--- config.mk ---
export PLATFORM = sky130hd
export DESIGN_NAME = pcc_front
export DESIGN_NICKNAME = d
export VERILOG_FILES = /design/src/rtl/pcc_pkg.sv /design/src/rtl/pcc_front.sv
export SDC_FILE = /design/constraint.sdc
export NUM_CORES = 1
export LEC_CHECK = 0
export ABC_AREA = 0
export BUFFER_PORTS_ARGS = -buffer_cell sky130_fd_sc_hd__buf_4
export CORE_MARGIN = 5
export CORE_UTILIZATION = 64
export DETAILED_ROUTE_END_ITERATION = 8
export PLACE_DENSITY = 0.95
export SLEW_MARGIN = 20
export SYNTH_ARGS = -nofsm -noshare
export SYNTH_HDL_FRONTEND = slang
export SYNTH_SLANG_ARGS = --single-unit
export TNS_END_PERCENT = 1
--- constraint.sdc ---
create_clock -name aclk -period 9.9 [get_ports aclk]
set_clock_uncertainty 0.05 [all_clocks]
set_input_delay 0 -clock aclk [delete_from_list [all_inputs] [get_ports aclk]]
set_output_delay 0 -clock aclk [all_outputs]
set_load 0.02 [all_outputs]
--- src/rtl/pcc_pkg.sv ---
// ----------------------------------------------------------------------------
// pcc_pkg
// Shared constants and register map of the cooling-fan PID controller.
// ----------------------------------------------------------------------------
`default_nettype none

package pcc_pkg;

    // Default datapath width and fraction bits (signed fixed point)
    localparam int DATA_WIDTH_DEF = 32;
    localparam int FRAC_BITS_DEF  = 16;

    // Width of every field on the ports
    localparam int FIELD_W   = 32;
    localparam int NUM_REGS  = 8;
    localparam int REG_IDX_W = 3;

    // Configuration register map
    typedef enum logic [REG_IDX_W-1:0] {
        REG_PROP_GAIN     = 3'd0,
        REG_INT_STEP_GAIN = 3'd1,
        REG_DERIV_GAIN    = 3'd2,
        REG_DERIV_POLE    = 3'd3,
        REG_OUT_MIN       = 3'd4,
        REG_OUT_MAX       = 3'd5,
        REG_INTEG_MIN     = 3'd6,
        REG_INTEG_MAX     = 3'd7
    } cfg_reg_t;

    // Reset values of the upper clamps: 100.0 in Q16.16
    localparam logic [FIELD_W-1:0] OUT_MAX_RST   = 32'h0064_0000;
    localparam logic [FIELD_W-1:0] INTEG_MAX_RST = 32'h0064_0000;

endpackage

`default_nettype wire

--- src/rtl/pcc_front.sv ---
// ----------------------------------------------------------------------------
// pcc_front
// Input register and error stage: forms the error, the idle flag, the
// trapezoid error sum and the measurement step; owns last_error and
// last_sensed.
// ----------------------------------------------------------------------------
`default_nettype none

module pcc_front #(
    parameter int DATA_WIDTH = pcc_pkg::DATA_WIDTH_DEF
) (
    input  wire logic                          aclk,
    input  wire logic                          aresetn,
    input  wire logic                          in_valid,
    output logic                               in_ready,
    input  wire logic [pcc_pkg::FIELD_W-1:0]   target_value,
    input  wire logic [pcc_pkg::FIELD_W-1:0]   sensed_value,
    output logic                               out_valid,
    input  wire logic                          out_ready,
    output logic signed [DATA_WIDTH-1:0]       err,
    output logic signed [DATA_WIDTH-1:0]       err_sum,
    output logic signed [DATA_WIDTH-1:0]       sensed_step,
    output logic                               idle
);
    import pcc_pkg::*;

    localparam int XW = (DATA_WIDTH > FIELD_W) ? DATA_WIDTH : FIELD_W;
    localparam logic signed [DATA_WIDTH-1:0] DMAX = {1'b0, {(DATA_WIDTH-1){1'b1}}};
    localparam logic signed [DATA_WIDTH-1:0] DMIN = {1'b1, {(DATA_WIDTH-1){1'b0}}};

    function automatic logic signed [DATA_WIDTH-1:0] from32(input logic [FIELD_W-1:0] x);
        logic signed [XW-1:0] w;
        w = XW'(signed'(x));
        if (w > XW'(DMAX)) begin
            return DMAX;
        end else if (w < XW'(DMIN)) begin
            return DMIN;
        end
        return DATA_WIDTH'(w);
    endfunction

    function automatic logic signed [DATA_WIDTH-1:0] sat_add(
        input logic signed [DATA_WIDTH-1:0] a,
        input logic signed [DATA_WIDTH-1:0] b
    );
        logic signed [DATA_WIDTH:0] s;
        s = (DATA_WIDTH+1)'(a) + (DATA_WIDTH+1)'(b);
        if (s[DATA_WIDTH] != s[DATA_WIDTH-1]) begin
            return s[DATA_WIDTH] ? DMIN : DMAX;
        end
        return s[DATA_WIDTH-1:0];
    endfunction

    function automatic logic signed [DATA_WIDTH-1:0] sat_sub(
        input logic signed [DATA_WIDTH-1:0] a,
        input logic signed [DATA_WIDTH-1:0] b
    );
        logic signed [DATA_WIDTH:0] s;
        s = (DATA_WIDTH+1)'(a) - (DATA_WIDTH+1)'(b);
        if (s[DATA_WIDTH] != s[DATA_WIDTH-1]) begin
            return s[DATA_WIDTH] ? DMIN : DMAX;
        end
        return s[DATA_WIDTH-1:0];
    endfunction

    // stage 1
    logic                          v1_reg;
    logic signed [DATA_WIDTH-1:0]  err1_reg;
    logic signed [DATA_WIDTH-1:0]  sensed1_reg;
    // stage 2
    logic                          v2_reg;
    logic signed [DATA_WIDTH-1:0]  err2_reg;
    logic signed [DATA_WIDTH-1:0]  esum2_reg;
    logic signed [DATA_WIDTH-1:0]  step2_reg;
    logic                          idle2_reg;
    // history
    logic signed [DATA_WIDTH-1:0]  last_error_reg, last_error_next;
    logic signed [DATA_WIDTH-1:0]  last_sensed_reg, last_sensed_next;

    logic signed [DATA_WIDTH-1:0]  sensed_in;
    logic signed [DATA_WIDTH-1:0]  err_in;
    logic                          rdy2;
    logic                          adv1;
    logic                          idle1;

    assign rdy2     = !v2_reg || out_ready;
    assign in_ready = !v1_reg || rdy2;
    assign adv1     = v1_reg && rdy2;
    assign idle1    = err1_reg[DATA_WIDTH-1];

    always_comb begin
        sensed_in = from32(sensed_value);
        err_in    = sat_sub(sensed_in, from32(target_value));
    end

    // negative error clears the error history; the measurement history holds
    always_comb begin
        last_error_next  = idle1 ? '0 : err1_reg;
        last_sensed_next = idle1 ? last_sensed_reg : sensed1_reg;
    end

    always_ff @(posedge aclk) begin
        if (!aresetn) begin
            v1_reg          <= 1'b0;
            v2_reg          <= 1'b0;
            last_error_reg  <= '0;
            last_sensed_reg <= '0;
        end else begin
            if (in_ready) begin
                v1_reg <= in_valid;
            end
            if (rdy2) begin
                v2_reg <= v1_reg;
            end
            if (adv1) begin
                last_error_reg  <= last_error_next;
                last_sensed_reg <= last_sensed_next;
            end
        end
    end

    always_ff @(posedge aclk) begin
        if (in_ready && in_valid) begin
            err1_reg    <= err_in;
            sensed1_reg <= sensed_in;
        end
        if (adv1) begin
            err2_reg  <= err1_reg;
            esum2_reg <= sat_add(err1_reg, last_error_reg);
            step2_reg <= sat_sub(sensed1_reg, last_sensed_reg);
            idle2_reg <= idle1;
        end
    end

    assign out_valid   = v2_reg;
    assign err         = err2_reg;
    assign err_sum     = esum2_reg;
    assign sensed_step = step2_reg;
    assign idle        = idle2_reg;

endmodule

`default_nettype wire

# == Yosys cells after proc, flatten, opt, wreduce, memory -nomap -nowiden ==
# Index checks and enable logic that the tools add are counted.
# word_totals
regBits,226
inputBits,68
out_inout_bits,99
word_cells,53
# classes
add_sub_neg,3
magnitude_cmp,4
n_eq_ne,3
muxes,25
bitwise,1
n_reduce_logical,7
# op_table
op,n
$mux 32,15
$sub 32x32->33,2
$gt 32x32->1 const B,2
$lt 32x32->1 const B,2
$add 32x32->33,1
$mux 31,1
$mux 1,9
$ne 1x1->1,3
$logic_and 1x1->1,2
$logic_not 1->1,2
$logic_or 1x1->1,2
$reduce_and 2->1,1
$not 1->1,1

# == Depth between registers and ports, before layout ==
# logic_depth
depth_word,8
mapped_depth,13
ltp_nobuf,12

# == Least setup slack after synthesis ==
# OpenSTA, ideal clock, no wires.
# synth_timing
path_kind,reg2reg
start,"register v2_reg, in the netlist out_valid"
end,register last_error_reg[21]
setup_ps,65
arrival_ps,4214
required_ps,9785
path_slack_ps,5570
stages_incl_launch_ff,9
path_buffers,2
period_less_slack_ps,4330
cell_sequence,dfxtp_1 -> nor2b_1 -> nand2b_1 -> clkbuf_1 -> inv_1 -> clkbuf_1 -> and3_1 -> a21oi_1 -> nor2b_1
# synth_via
elab_chain_cells,3
# synth_lines
item,line,rtl
from (decl),pcc_front.sv:71,logic v2_reg;
from (signal assigned),pcc_front.sv:113,v2_reg <= v1_reg;
$logic_not 1->1,pcc_front.sv:86,assign rdy2 = !v2_reg || out_ready;
$logic_or 1x1->1,pcc_front.sv:86,
$logic_and 1x1->1,pcc_front.sv:88,assign adv1 = v1_reg && rdy2;
via adv1,pcc_front.sv:83,logic adv1;
to (signal assigned),pcc_front.sv:116,last_error_reg <= last_error_next;
to (decl),pcc_front.sv:77,"logic signed [DATA_WIDTH-1:0] last_error_reg, last_error_next;"
# The timed path passes the listed nets, and every way through them passes these cells.
# A chain may end at the register's enable or synchronous reset.

# == Final worst setup path ==
# layout_timing
start,register err1_reg[0]
end,"register esum2_reg[9], in the netlist err_sum[9], data pin"
# layout_via
elab_chain_cells,5
elab_cells_between_ends,7
cone_classes,1 x add/sub; 1 x eq/ne; 5 x mux
# layout_lines
item,line,rtl
from (decl),pcc_front.sv:68,logic signed [DATA_WIDTH-1:0] err1_reg;
from (signal assigned),pcc_front.sv:124,err1_reg <= err_in;
$add 32x32->33 *,pcc_front.sv:47,s = (DATA_WIDTH+1)'(a) + (DATA_WIDTH+1)'(b);
$ne 1x1->1,pcc_front.sv:48,if (s[DATA_WIDTH] != s[DATA_WIDTH-1]) begin
$mux 1,pcc_front.sv:48,
$mux 1,pcc_front.sv:127,if (adv1) begin
$mux 32 *,pcc_front.sv:51,return s[DATA_WIDTH-1:0];
to (signal assigned),pcc_front.sv:129,"esum2_reg <= sat_add(err1_reg, last_error_reg);"
to (decl),pcc_front.sv:73,logic signed [DATA_WIDTH-1:0] esum2_reg;
# Every way passes the cells marked *; elsewhere a longest branch is shown, timed or not. The select of a mux whose other input is x is not followed.

==> flow_summary_export.csv <==
group,metric,value,unit
route,postRouteAntennaNets,0,
global_routing,grt_usage,0.304,
setup_path,critPathKind,"register to register",
hold_path,hp-class,"input pin to register",
final_layout,final_cell_mix,"buf_4 (172), edfxtp_1 (160), nand2_1 (137)",
sta,maxSlewViolCount,0,
final_layout,area_growth,18.0,%
floorplan,start_util,0.655,
clock_tree,cts_tree,"built",
placed_design,dp_cells,1742,
final_layout,stdcell_count,1825,
route,vias,11600,
power_and_ir_drop,p_per_area,178,nW/um2
global_routing,grt_pass1_vias,11100,
sta,timing.fmax,237,MHz
global_routing,grt_pass1_wl,58600,um
sta,rsz0062_at_grt,"false",
setup_path,crit_fanout,20,
route,wl,38000,um
synthesis,yosys_warnings,0,
power_and_ir_drop,power_leakage,6.52,nW
final_layout,ff_latch_area,6110,um2
route,viasPerCell,6.33,
floorplan,die-height,155,um
placed_design,port_buffers,166,
final_layout,nNetsFinal,1701,
synthesis,synthArstFlopShare,0,
synthesis,avgSynthCellArea,9.64,um2
floorplan,rows,52,
setup_path,worstSetupStartpointType,"register",
clock_tree,cts_resized,0,
setup_path,arrival,4450,ps
clock_tree,cts_max_level,1,
global_routing,antenna_found_initial,2,
placed_design,placed_area,14700,um2
global_routing,grtUsageMet3,0.0461,
sta,finalHoldViolations,0,
final_layout,n_fill_cell,1260,
final_layout,design_area,15800,um2
final_layout,final_common_cell,"buf_4",
synthesis,synth_fp_nets,1554,
power_and_ir_drop,ir_worst_vdd,0.0990,mV
placed_design,place_congestion,0.963,
clock_tree,clock_latency,530,ps
floorplan,pin_count,167,
global_routing,grt_use_met1,0.398,
floorplan,die-area,23900,um2
setup_path,crit_slowest_cell,"mux2i_1",
clock_tree,clockRootBuffer,"clkbuf_16",
sta,worst_slew_pin_slew,1050,ps
floorplan,die_w,155,um
global_routing,use_met2,0.500,
run,cap_violations,0,
placed_design,dp_hpwl,26100,um
synthesis,syn_inst,1388,
setup_path,rrSetupSlack,5690,ps
clock_tree,clk_path_buf_depth,3,
sta,min_period,4210,ps
synthesis,synth_edf_count,160,
global_routing,grt_start_max_net_pins,68,
global_routing,grt-busiest-layer,"met2",
synthesis,synth_seq_area_share,0.456,
floorplan,core,20400,um2
sta,finalSetupTns,0,ps
synthesis,ys.flop_type,"edfxtp_1",
final_layout,drive_gt1_frac,0.145,
global_routing,overflow,0,
status,status,"finished clean",
setup_path,path_cells,"ha_1, inv_1, fa_1, nor2b_1, o31a_1, a41oi_1, o31ai_2, a41o_1, a41oi_2, o21ai_0, mux2i_1, buf_4, a21bo_2",
synthesis,synth_seq_cells,225,
synthesis,yosysUniqueCellTypes,71,
route,first_iter_violations,1283,
final_layout,multi_input_area,6560,um2
sta,fin_crit_sh,0.426,
sta,max_slew_margin,0.294,
route,firstDrtPassIters,6,
synthesis,syn_area,13400,um2
clock_tree,cts_made_buffers,23,
route,drc_errors,0,
clock_tree,clkSinkCount,225,
sta,setup-violations-final,0,
route,wl_per_cell,20.8,um
setup_path,slowest_delay,580,ps
clock_tree,path_clk_slew,60,ps
setup_path,required,10130,ps
setup_path,end_kind,"register",
[cell families (layout without fill, tap and decap cells)]
| family | count (synthesis) | after routing | share of synthesized area |
|---|---|---|---|
| and+or+nand+nor | 367 | 367 | 0.134 |
| xor gates and xnor gates | 86 | 86 | 0.0577 |
| DFF | 225 | 225 | 0.456 |
| adders and majority gates | 107 | 107 | 0.100 |
| buffers and inverters | 186 | 350 | 0.0540 |
| other | 0 | 3 | 0 |
| muxes | 2 | 2 | 0.00150 |
| AOI/OAI and AO/OA | 415 | 415 | 0.196 |
[repair_timing]
action | in CTS | in global routing
hold buffers | 38 | 0
hold endpoints to repair | 76 | 0
buffers inserted | 0 | 0
[where the power goes]
| part | internal [mW] | switching (mW) |
|---|---|---|
| Clock | 0.489 | 0.368 |
| Sequential | 1.13 | 0.0545 |
| Combinational | 0.291 | 0.469 |
| Total | 1.91 | 0.892 |
[stage by stage]
step           total power [mW]  setup slack, ps   util  hold slack, ps
2_1_floorplan              1.68             5570      -            88.5
3_3_place_gp               1.89             5900  0.718             139
3_5_place_dp               1.92             5770  0.718             140
4_1_cts                    2.77             5780  0.772            9.36
5_1_grt                    2.91             5500  0.773            19.9
6_report                   2.80             5690  0.773            57.8
[synth_stat cells, types with 10 or more instances]
master / number / area, um2
a211oi_1: 11 / 82.6
nor2_1: 51 / 191
nor2b_1: 46 / 288
a21o_1: 50 / 375
inv_1: 98 / 368
edfxtp_1: 160 / 4800
and3_1: 44 / 275
o21a_1: 10 / 75.1
o21ai_0: 106 / 531
nand3_1: 20 / 100
nand2b_1: 11 / 68.8
nand2_1: 138 / 518
a21oi_1: 118 / 591
clkbuf_1: 80 / 300
xnor2_1: 52 / 455
a31oi_1: 10 / 62.6
nor3_1: 21 / 105
o211ai_1: 12 / 90.1
a21boi_0: 37 / 278
dfxtp_1: 65 / 1300
ha_1: 95 / 1190
xor2_1: 33 / 289
[worst max-delay path, delay by kind of cell, from the launching register on]
kind                       cells  cell delay (ps)
DFF                            1              420
buffers and inverters          2              420
AOI/OAI and AO/OA              7             1970
adders and majority gates      2              430
muxes                          1              580
and+or+nand+nor                1               80
[worst paths after layout]
kind | startpoint | end | cells after the start
max reg2reg | err1_reg[0] | err_sum[9] | 13
min | target_value[0] | err1_reg[0] | 3
min reg2reg | err1_reg[9] | err[9] | 0
max | err1_reg[0] | err_sum[9] | 13
[layout make-up]
| type | instances | area share |
|---|---|---|
| Antenna cell | 3 | 0.000476 |
| Tap cell | 270 | 0.0214 |
| Inverter | 98 | 0.0235 |
| Multi-Input combinational cell | 977 | 0.416 |
| Clock inverter | 9 | 0.00507 |
| Timing Repair Buffer | 210 | 0.106 |
| Clock buffer | 33 | 0.0414 |
| Sequential cell | 225 | 0.387 |
[layer usage]
layer	vias up	part of all wire
met2	752	0.46
li1	5262	-
met4	0	0.055
met5	-	0
met3	173	0.10
met1	5373	0.38
Note: power is estimated with default switching activity, not from simulation.
